<file path="src/hw/rtl/b64u_pkg.sv">
// ----------------------------------------------------------------------------
// b64u_pkg
// Shared types, codes and the sextet-to-character mapping of the encoder.
// ----------------------------------------------------------------------------
package b64u_pkg;

    // position of the next byte inside its three-byte group
    localparam logic [1:0] PHASE_0 = 2'd0;
    localparam logic [1:0] PHASE_1 = 2'd1;
    localparam logic [1:0] PHASE_2 = 2'd2;

    localparam logic [7:0] PAD_CHAR = 8'h3d;

    typedef struct packed {
        logic [7:0] data_byte;
        logic       final_byte;
    } t_in_item;

    typedef struct packed {
        logic [7:0] out_char;
        logic       end_of_output;
    } t_out_item;

    // characters one input byte gives, slot 0 goes out first
    typedef struct packed {
        logic [3:0][7:0] chars;
        logic [1:0]      last_idx;
        logic            mark_last;
    } t_job;

    // url-safe alphabet
    function automatic logic [7:0] sextet_char(input logic [5:0] v);
        logic [7:0] c;
        if (v < 6'd26) begin
            c = 8'h41 + {2'b00, v};
        end else if (v < 6'd52) begin
            c = 8'h61 + {2'b00, v - 6'd26};
        end else if (v < 6'd62) begin
            c = 8'h30 + {2'b00, v - 6'd52};
        end else if (v == 6'd62) begin
            c = 8'h2d;
        end else begin
            c = 8'h5f;
        end
        return c;
    endfunction

endpackage

</file>
<file path="src/hw/rtl/b64u_front.sv">
// ----------------------------------------------------------------------------
// b64u_front
// Tracks group phase and leftover bits, turns each byte into a character job.
// ----------------------------------------------------------------------------
module b64u_front import b64u_pkg::*; (
    input  logic     i_clk,
    input  logic     i_rst_n,
    input  logic     i_accept,
    input  t_in_item i_item,
    output t_job     o_job
);

    logic [1:0] r_phase, n_phase;
    logic [3:0] r_left,  n_left;

    always_comb begin
        logic [7:0] b;
        b       = i_item.data_byte;
        o_job   = '0;
        n_phase = PHASE_0;
        n_left  = '0;
        unique case (r_phase)
            PHASE_1: begin
                o_job.chars[0] = sextet_char({r_left[1:0], b[7:4]});
                if (i_item.final_byte) begin
                    o_job.chars[1]  = sextet_char({b[3:0], 2'b00});
                    o_job.chars[2]  = PAD_CHAR;
                    o_job.last_idx  = 2'd2;
                    o_job.mark_last = 1'b1;
                end else begin
                    n_phase = PHASE_2;
                    n_left  = b[3:0];
                end
            end
            PHASE_2: begin
                o_job.chars[0]  = sextet_char({r_left, b[7:6]});
                o_job.chars[1]  = sextet_char(b[5:0]);
                o_job.last_idx  = 2'd1;
                o_job.mark_last = i_item.final_byte;
            end
            default: begin
                o_job.chars[0] = sextet_char(b[7:2]);
                if (i_item.final_byte) begin
                    o_job.chars[1]  = sextet_char({b[1:0], 4'b0000});
                    o_job.chars[2]  = PAD_CHAR;
                    o_job.chars[3]  = PAD_CHAR;
                    o_job.last_idx  = 2'd3;
                    o_job.mark_last = 1'b1;
                end else begin
                    n_phase = PHASE_1;
                    n_left  = {2'b00, b[1:0]};
                end
            end
        endcase
    end

    always_ff @(posedge i_clk) begin
        if (!i_rst_n) begin
            r_phase <= PHASE_0;
            r_left  <= '0;
        end else if (i_accept) begin
            r_phase <= n_phase;
            r_left  <= n_left;
        end
    end

endmodule

</file>
<file path="src/hw/rtl/b64u_queue.sv">
// ----------------------------------------------------------------------------
// b64u_queue
// Small register queue of character jobs between front and back.
// ----------------------------------------------------------------------------
module b64u_queue import b64u_pkg::*; #(
    parameter int DEPTH = 4
) (
    input  logic i_clk,
    input  logic i_rst_n,
    input  logic i_push,
    input  t_job i_job,
    output logic o_full,
    input  logic i_pop,
    output t_job o_job,
    output logic o_valid
);

    localparam int PTR_W = (DEPTH > 1) ? $clog2(DEPTH) : 1;
    localparam int CNT_W = $clog2(DEPTH + 1);

    t_job             r_mem [DEPTH];
    logic [PTR_W-1:0] r_wr_ptr, r_rd_ptr;
    logic [CNT_W-1:0] r_count;
    logic             wr, rd;

    assign o_full  = (r_count == CNT_W'(DEPTH));
    assign o_valid = (r_count != '0);
    assign o_job   = r_mem[r_rd_ptr];
    assign wr      = i_push && !o_full;
    assign rd      = i_pop && o_valid;

    function automatic logic [PTR_W-1:0] ptr_inc(input logic [PTR_W-1:0] p);
        return (p == PTR_W'(DEPTH - 1)) ? '0 : p + 1'b1;
    endfunction

    always_ff @(posedge i_clk) begin
        if (wr) begin
            r_mem[r_wr_ptr] <= i_job;
        end
    end

    always_ff @(posedge i_clk) begin
        if (!i_rst_n) begin
            r_wr_ptr <= '0;
            r_rd_ptr <= '0;
            r_count  <= '0;
        end else begin
            if (wr) begin
                r_wr_ptr <= ptr_inc(r_wr_ptr);
            end
            if (rd) begin
                r_rd_ptr <= ptr_inc(r_rd_ptr);
            end
            if (wr && !rd) begin
                r_count <= r_count + 1'b1;
            end else if (rd && !wr) begin
                r_count <= r_count - 1'b1;
            end
        end
    end

endmodule

</file>
<file path="src/hw/rtl/b64u_back.sv">
// ----------------------------------------------------------------------------
// b64u_back
// Serializes jobs into an output register, one char per cycle unless stalled.
// ----------------------------------------------------------------------------
module b64u_back import b64u_pkg::*; (
    input  logic      i_clk,
    input  logic      i_rst_n,
    input  t_job      i_job,
    input  logic      i_job_valid,
    output logic      o_job_pop,
    output t_out_item o_item,
    output logic      o_empty,
    input  logic      i_pop
);

    t_job       r_job;
    logic       r_busy;
    logic [1:0] r_idx;
    t_out_item  r_out;
    logic       r_out_valid;
    logic       adv, job_done;

    // output slot free or being taken this cycle
    assign adv      = !r_out_valid || i_pop;
    assign job_done = r_busy && adv && (r_idx == r_job.last_idx);
    assign o_job_pop = i_job_valid && (!r_busy || job_done);

    assign o_item  = r_out;
    assign o_empty = !r_out_valid;

    always_ff @(posedge i_clk) begin
        if (adv && r_busy) begin
            r_out.out_char      <= r_job.chars[r_idx];
            r_out.end_of_output <= r_job.mark_last && (r_idx == r_job.last_idx);
        end
        if (o_job_pop) begin
            r_job <= i_job;
        end
    end

    always_ff @(posedge i_clk) begin
        if (!i_rst_n) begin
            r_busy      <= 1'b0;
            r_idx       <= '0;
            r_out_valid <= 1'b0;
        end else begin
            if (adv) begin
                r_out_valid <= r_busy;
            end
            if (o_job_pop) begin
                r_busy <= 1'b1;
                r_idx  <= '0;
            end else if (job_done) begin
                r_busy <= 1'b0;
            end else if (adv && r_busy) begin
                r_idx <= r_idx + 1'b1;
            end
        end
    end

endmodule

</file>
<file path="src/hw/rtl/base64url_encoder_top.sv">
// ----------------------------------------------------------------------------
// base64url_encoder_top
// URL-safe base64 encoder with '=' padding, one byte in, characters out.
// ----------------------------------------------------------------------------
//  channel   handshake         payload
//  input     push / full       i_in_item  (data_byte, final_byte)
//  result    empty / pop       o_out_item (out_char, end_of_output)
//
//  a byte is taken in the cycle it arrives whenever the job queue has room
//  the back end sends one character per cycle while the output is free or
//  being popped and a job is queued, 1 to 4 characters per byte
//  synchronous active-low reset clears phase, queue and output valid flag
//  a stalled result side fills the queue, then full holds off the input
// ----------------------------------------------------------------------------
module base64url_encoder_top import b64u_pkg::*; #(
    parameter int QUEUE_DEPTH = 4
) (
    input  logic      i_clk,
    input  logic      i_rst_n,
    input  logic      push,
    output logic      full,
    input  t_in_item  i_in_item,
    output logic      empty,
    input  logic      pop,
    output t_out_item o_out_item
);

    t_job front_job;
    t_job queue_job;
    logic queue_valid;
    logic queue_pop;
    logic in_accept;

    // input transfer
    assign in_accept = push && !full;

    // front: phase tracking and character generation for each byte
    b64u_front u_front (
        .i_clk    (i_clk),
        .i_rst_n  (i_rst_n),
        .i_accept (in_accept),
        .i_item   (i_in_item),
        .o_job    (front_job)
    );

    // decoupling queue, one job per accepted byte
    b64u_queue #(
        .DEPTH (QUEUE_DEPTH)
    ) u_queue (
        .i_clk   (i_clk),
        .i_rst_n (i_rst_n),
        .i_push  (in_accept),
        .i_job   (front_job),
        .o_full  (full),
        .i_pop   (queue_pop),
        .o_job   (queue_job),
        .o_valid (queue_valid)
    );

    // back: one character per cycle into the output register unless stalled by pop
    b64u_back u_back (
        .i_clk       (i_clk),
        .i_rst_n     (i_rst_n),
        .i_job       (queue_job),
        .i_job_valid (queue_valid),
        .o_job_pop   (queue_pop),
        .o_item      (o_out_item),
        .o_empty     (empty),
        .i_pop       (pop)
    );

endmodule

</file>
<file path="config.mk">
export PLATFORM = sky130hd
export DESIGN_NAME = base64url_encoder_top
export DESIGN_NICKNAME = d
export VERILOG_FILES = /design/src/hw/rtl/b64u_pkg.sv /design/src/hw/rtl/b64u_front.sv /design/src/hw/rtl/b64u_queue.sv /design/src/hw/rtl/b64u_back.sv /design/src/hw/rtl/base64url_encoder_top.sv
export SDC_FILE = /design/constraint.sdc
export NUM_CORES = 1
export LEC_CHECK = 0
export ABC_AREA = 1
export ABC_CLOCK_PERIOD_IN_PS = 3600
export BUFFER_PORTS_ARGS = -buffer_cell sky130_fd_sc_hd__buf_2
export CORE_MARGIN = 3
export CORE_UTILIZATION = 63
export DETAILED_ROUTE_END_ITERATION = 8
export PLACE_DENSITY = 0.81
export SLEW_MARGIN = 20
export SYNTH_ARGS = -nofsm -noshare
export SYNTH_HDL_FRONTEND = slang
export SYNTH_SLANG_ARGS = --single-unit
</file>
<file path="constraint.sdc">
create_clock -name i_clk -period 3.6 [get_ports i_clk]
set_clock_uncertainty 0.2 [all_clocks]
set_input_delay 0.72 -clock i_clk [delete_from_list [all_inputs] [get_ports i_clk]]
set_output_delay 0.72 -clock i_clk [all_outputs]
set_load 0.01 [all_outputs]
</file>
# After elaboration in Yosys (flattened, before gate mapping)
# Memory sizes are Yosys's and may differ from the RTL's. A register that Yosys moved wholly into a read port is not among the register bits.
# Cells that the tools add are included.
# totals
register_bits,34
ram_bits,132
inputBits,13
memories,1
# memory_table
memory,depth,word_bits,rd,rd_ports_with_merged_regs,wr,line_no,text
u_queue.r_mem,4,33,1,1,1,b64u_queue.sv:21,t_job r_mem [DEPTH];
# op_classes
muxes,45
reduce_logical,22
magnitude_cmp,19
add_sub_neg,35
n_eq_ne,10
bitwise_logic,2
# ops
operator,n
8-bit two-way mux,19
7-bit by 6-bit adder with 8-bit output (first input constant),12
6-bit less-than comparator (second input constant),12
6-bit by 6-bit adder with 7-bit output (first input constant),6
19-bit case mux with 2 select lines,1
6-bit by 5-bit less-than comparator with 1-bit output (second input constant),6
6-bit by 5-bit subtractor with 6-bit output (second input constant),6
6-bit subtractor (second input constant),6
7-bit two-way mux,4
6-bit equality test (second input constant),4
22-bit two-way mux,1
8-bit binary-select mux with 2-bit select,1
8-bit case mux with 2 select lines,1
14-bit two-way mux,1
3-bit two-way mux,4
1-bit logical AND,9
2-bit two-way mux,4
4-bit case mux with 2 select lines,1
2-bit by 1-bit adder with 2-bit output (second input constant),3
2-bit equality test (second input constant),3
6-bit two-way mux,1
1-bit zero test,5
1-bit two-way mux,5
4-bit two-way mux,1
13 further kinds,17

# Longest topological paths before layout
# logic_depth
word_depth,10
ltp_mapped,16
ltp_nobuf,15

# By module
# Synthesis repeated with hierarchy kept, for this count alone.
# hier_totals
cells_unflattened,1073
area_unflattened_um2,10528.8
# by_module_without_submodules
mod,seq_area_each_um2,area_each_um2,instances,cells_each
b64u_queue,4384.2,5671.7,1,409
b64u_front,120.1,3056.7,1,535
b64u_back,1401.3,1790.5,1,127
base64url_encoder_top,0.0,10.0,1,2

# Least setup slack after synthesis
# Ideal clock, no wire load.
# synth_timing
path_type,input to register
start,input port push
end,memory u_queue.r_mem[0][0] in the netlist's numbering (enable)
path_stages,5
setup_slack_ps,799
path_buffers,2
t_arrival_ps,2204
cell_sequence,inv_1 > or2_2 > buf_4 > buf_2 > nor2_1
# synth_via
elab_chain_len,4
# synth_lines
item,line_no,text
from (decl),base64url_encoder_top.sv:20,"input logic push,"
1-bit logical AND,base64url_encoder_top.sv:35,assign in_accept = push && !full;
1-bit logical AND,b64u_queue.sv:29,assign wr = i_push && !o_full;
1-bit two-way mux,b64u_queue.sv:37,if (wr) begin
1-bit two-way mux (not written as such),b64u_queue.sv:38,r_mem[r_wr_ptr] <= i_job;
to (decl),b64u_queue.sv:21,
# Every way passes these cells.

==> flow_summary.yaml <==
synth:
  synth_cells: 839
  synthFlopType: "edfxtp_1"
  ys_ff_latch: 126
  synth_seq_area_share_pct: 48.84
  syn-mean-instance-area_um2: 8.818
  async_flop_share_pct: 0
  synthesis.area_um2: 7398
  synth_edf_count: 109
  synth_warnings: 0
  syn_nets: 902
  ys_types: 42
cells_and_area:
  fill_cells: 806
  drive_gt1_share_pct: 9.268
  diodes: 0
  nets: 925
  final_area_um2: 8179
  area_growth_pct: 10.55
  fin_cells: 1014
drt:
  antenna_left: 0
  via_per_inst: 6.008
  drt-total-wl_um: 17740
  drtIter0Drc: 546
  post_drt_wl_per_cell_um: 17.50
  first_pass_iters: 6
  drc: 0
  num_vias: 6092
clock_tree:
  cts_setup_buffers: 0
  numClockSinks: 126
  tritoncts: "built"
  insertion_delay_ns: 0.41
  cts_hold_buffers: 0
  cts_htree_levels: 4
  cts_made_buffers: 17
  clockBufferDepth: 2
  cts_resized: 0
  path_clk_slew_ns: 0.05
  root_buffer: "clkbuf_16"
sta:
  fin_crit_sh_pct: 79.92
  final_max_slew_viol_count: 0
  tns_ns: 0
  period_minus_slack_ns: 2.877
  rsz0062_at_grt: "false"
  slew_headroom_pct: 47.93
  hold_violations: 0
  finalSetupViolations: 0
  max_freq_mhz: 347.6
  worst_pin_slew_ns: 0.7802
critical_path:
  timing.rr.start: "u_front.r_left[0]$_SDFFE_PN0P_"
  worst_r2r_path_depth: 10
  crit_chain: "clkinv_1 > ha_1 > nor2_4 > inv_1 > o31ai_1 > nand2_1 > nand3_1 > nand2_1 > nand2_1 > nand2_1"
  required_ns: 3.50
  r2r_setup_slack_ns: 0.72
  crit_path_max_incr_delay_ns: 0.53
  rr_endpoint: "u_queue.r_mem[3][5]$_DFFE_PP_"
  crit_type: "reg -> reg"
  cpMaxStageDelayCell: "dfxtp_1"
  critPathLaunchType: "flip-flop"
  worstPathArrival_ns: 2.77
  startpoint: "u_front.r_left[0]$_SDFFE_PN0P_"
  cp_max_fo: 11
  cpMostUsedCell: "nand2_1"
  cp-end-kind: "flip-flop"
  setup.worst_path.end: "u_queue.r_mem[3][5]$_DFFE_PP_"
global_route:
  overflow: 0
  grt_max_degree: 43
  grt_pass1_vias: 5911
  antenna_found_initial: 0
  grt_usage_pct: 28.12
  grt_pass1_wl_um: 28460
die:
  die_width_um: 114.4
  fp.coreArea_um2: 11170
  rows: 38
  pin_count: 24
  die_area_um2: 13080
  die_height_um: 114.4
  start_util_pct: 66.22
power:
  power.leakage_uw: 0.003371
  peakVddDrop_uv: 1140
  powerDensity_nw_per_um2: 645.4
placed_design:
  placed_cell_area_um2: 7619
  port_buffers: 23
  place_inst: 983
  dpl.hpwl_um: 12340
  gp_congestion: 0.9538
run:
  drv_cap: 0
status:
  status: "finished clean"
worst_hold_path:
  worstHoldPathType: "reg -> reg"
flip-flops by register name, summed over array words and instances (netlist names), 2 cells and up:
name              cells
u_back.o_item         9
u_queue.r_mem        80
u_queue.r_wr_ptr      2
u_queue.r_count       3
u_queue.r_rd_ptr      2
u_front.r_left        4
u_back.r_idx          2
u_front.r_phase       2
u_back.r_job         20
logic make-up (layout without fill, tap and decap cells):
family,count (synthesis),after routing,share of synthesized area (%)
AND/OR/NAND/NOR,336,336,19.01
AO/OA/AOI/OAI,184,184,14.14
flip-flops,126,126,48.84
adder cells (fa/ha/maj),50,50,8.557
XOR/XNOR,26,26,3.078
buffers and inverters,117,152,6.376
critical path: cells and delay by family (launching register included):
kind | cells | cell delay [ns]
and+or+nand+nor | 6 | 0.63
AOI/OAI and AO/OA | 1 | 0.25
adders and majority gates | 1 | 0.40
buffers and inverters | 2 | 0.56
DFF | 1 | 0.53
cells in the final DEF, fill, tap and decap left out, drive strengths merged, types with 23 or more instances in the layout:
master	count
nand2	168
nor2	112
edfxtp	109
o21ai	103
inv	87
ha	49
nand3	38
a21oi	35
buf	32
xor2	23
synth_stat cells, drive strengths merged (2+ instances only):
master  instances  area (um2)
o221ai          2       17.52
xnor2           3       26.28
edfxtp        109        3273
o21ai         103       530.5
a31oi           5       31.28
buf            11       72.56
nand4           6       37.54
nand3          38       190.2
a211oi          3       22.52
clkinv          2       7.510
ha             49       613.1
o211ai         12       90.09
o22ai          20       125.1
nand2         168       640.6
o31ai           2       15.01
or2             4       25.03
inv            87       326.6
dfxtp          17       340.3
a21oi          35       197.7
nor3            6       40.04
xor2           23       201.4
nor2          112       452.9
clkbuf         17       65.06
cell type report:
type	count	area, um2	area share [%]
flip-flops and latches	126	3613	44.18
inverters	89	334.1	4.084
repair buffers	32	182.7	2.233
clock inverters	11	123.9	1.514
clock buffers	20	436.7	5.339
multi-input cells	596	3313	40.51
well taps	140	175.2	2.142
report_power, final:
part,switching (uW),leakage (uW),internal (uW)
clock network,542,0.000275,1060
logic,1030,0.00194,441
registers,135,0.00116,2060
metal layers:
metal | share of wire [%] | wire (um) | GRT usage, % | up-vias
li1 | - | - | - | 2901
met1 | 40 | 7046 | 34.51 | 2839
met2 | 50 | 8951 | 48.67 | 316
met3 | 7.2 | 1279 | 5.814 | 36
met4 | 2.6 | 464 | 11.01 | 0
met5 | 0 | 0 | 0 | -
how the worst min path moves through the flow:
stage                                    startpoint                               to  slack (ns)  cells past startpoint
floorplan           u_front.r_phase[0]$_SDFFE_PN0P_  u_front.r_phase[0]$_SDFFE_PN0P_        0.25                      2
global placement    u_front.r_phase[0]$_SDFFE_PN0P_  u_front.r_phase[0]$_SDFFE_PN0P_        0.26                      2
detailed placement       u_back.r_busy$_SDFFE_PN0P_  u_back.r_out_valid$_SDFFE_PN0N_        0.29                      2
CTS                      u_back.r_busy$_SDFFE_PN0P_  u_back.r_out_valid$_SDFFE_PN0N_        0.30                      2
global route        u_queue.r_count[1]$_SDFFE_PN0P_  u_queue.r_count[1]$_SDFFE_PN0P_        0.33                      2
finish                   u_back.r_busy$_SDFFE_PN0P_  u_back.r_out_valid$_SDFFE_PN0N_        0.30                      2
per-stage QoR:
step	setup WS (ns)	hold WS (ns)	util, %	total power [uW]
floorplan	0.7991	0.2533	-	3210
finish	0.7229	0.2954	73.20	5279
detailed placement	0.5686	0.2921	68.19	3646
global route	0.4717	0.3326	73.20	5562
global placement	0.6462	0.2633	68.19	3567
CTS	0.7561	0.3017	73.20	5284
Power figures use the tool's default switching activity.
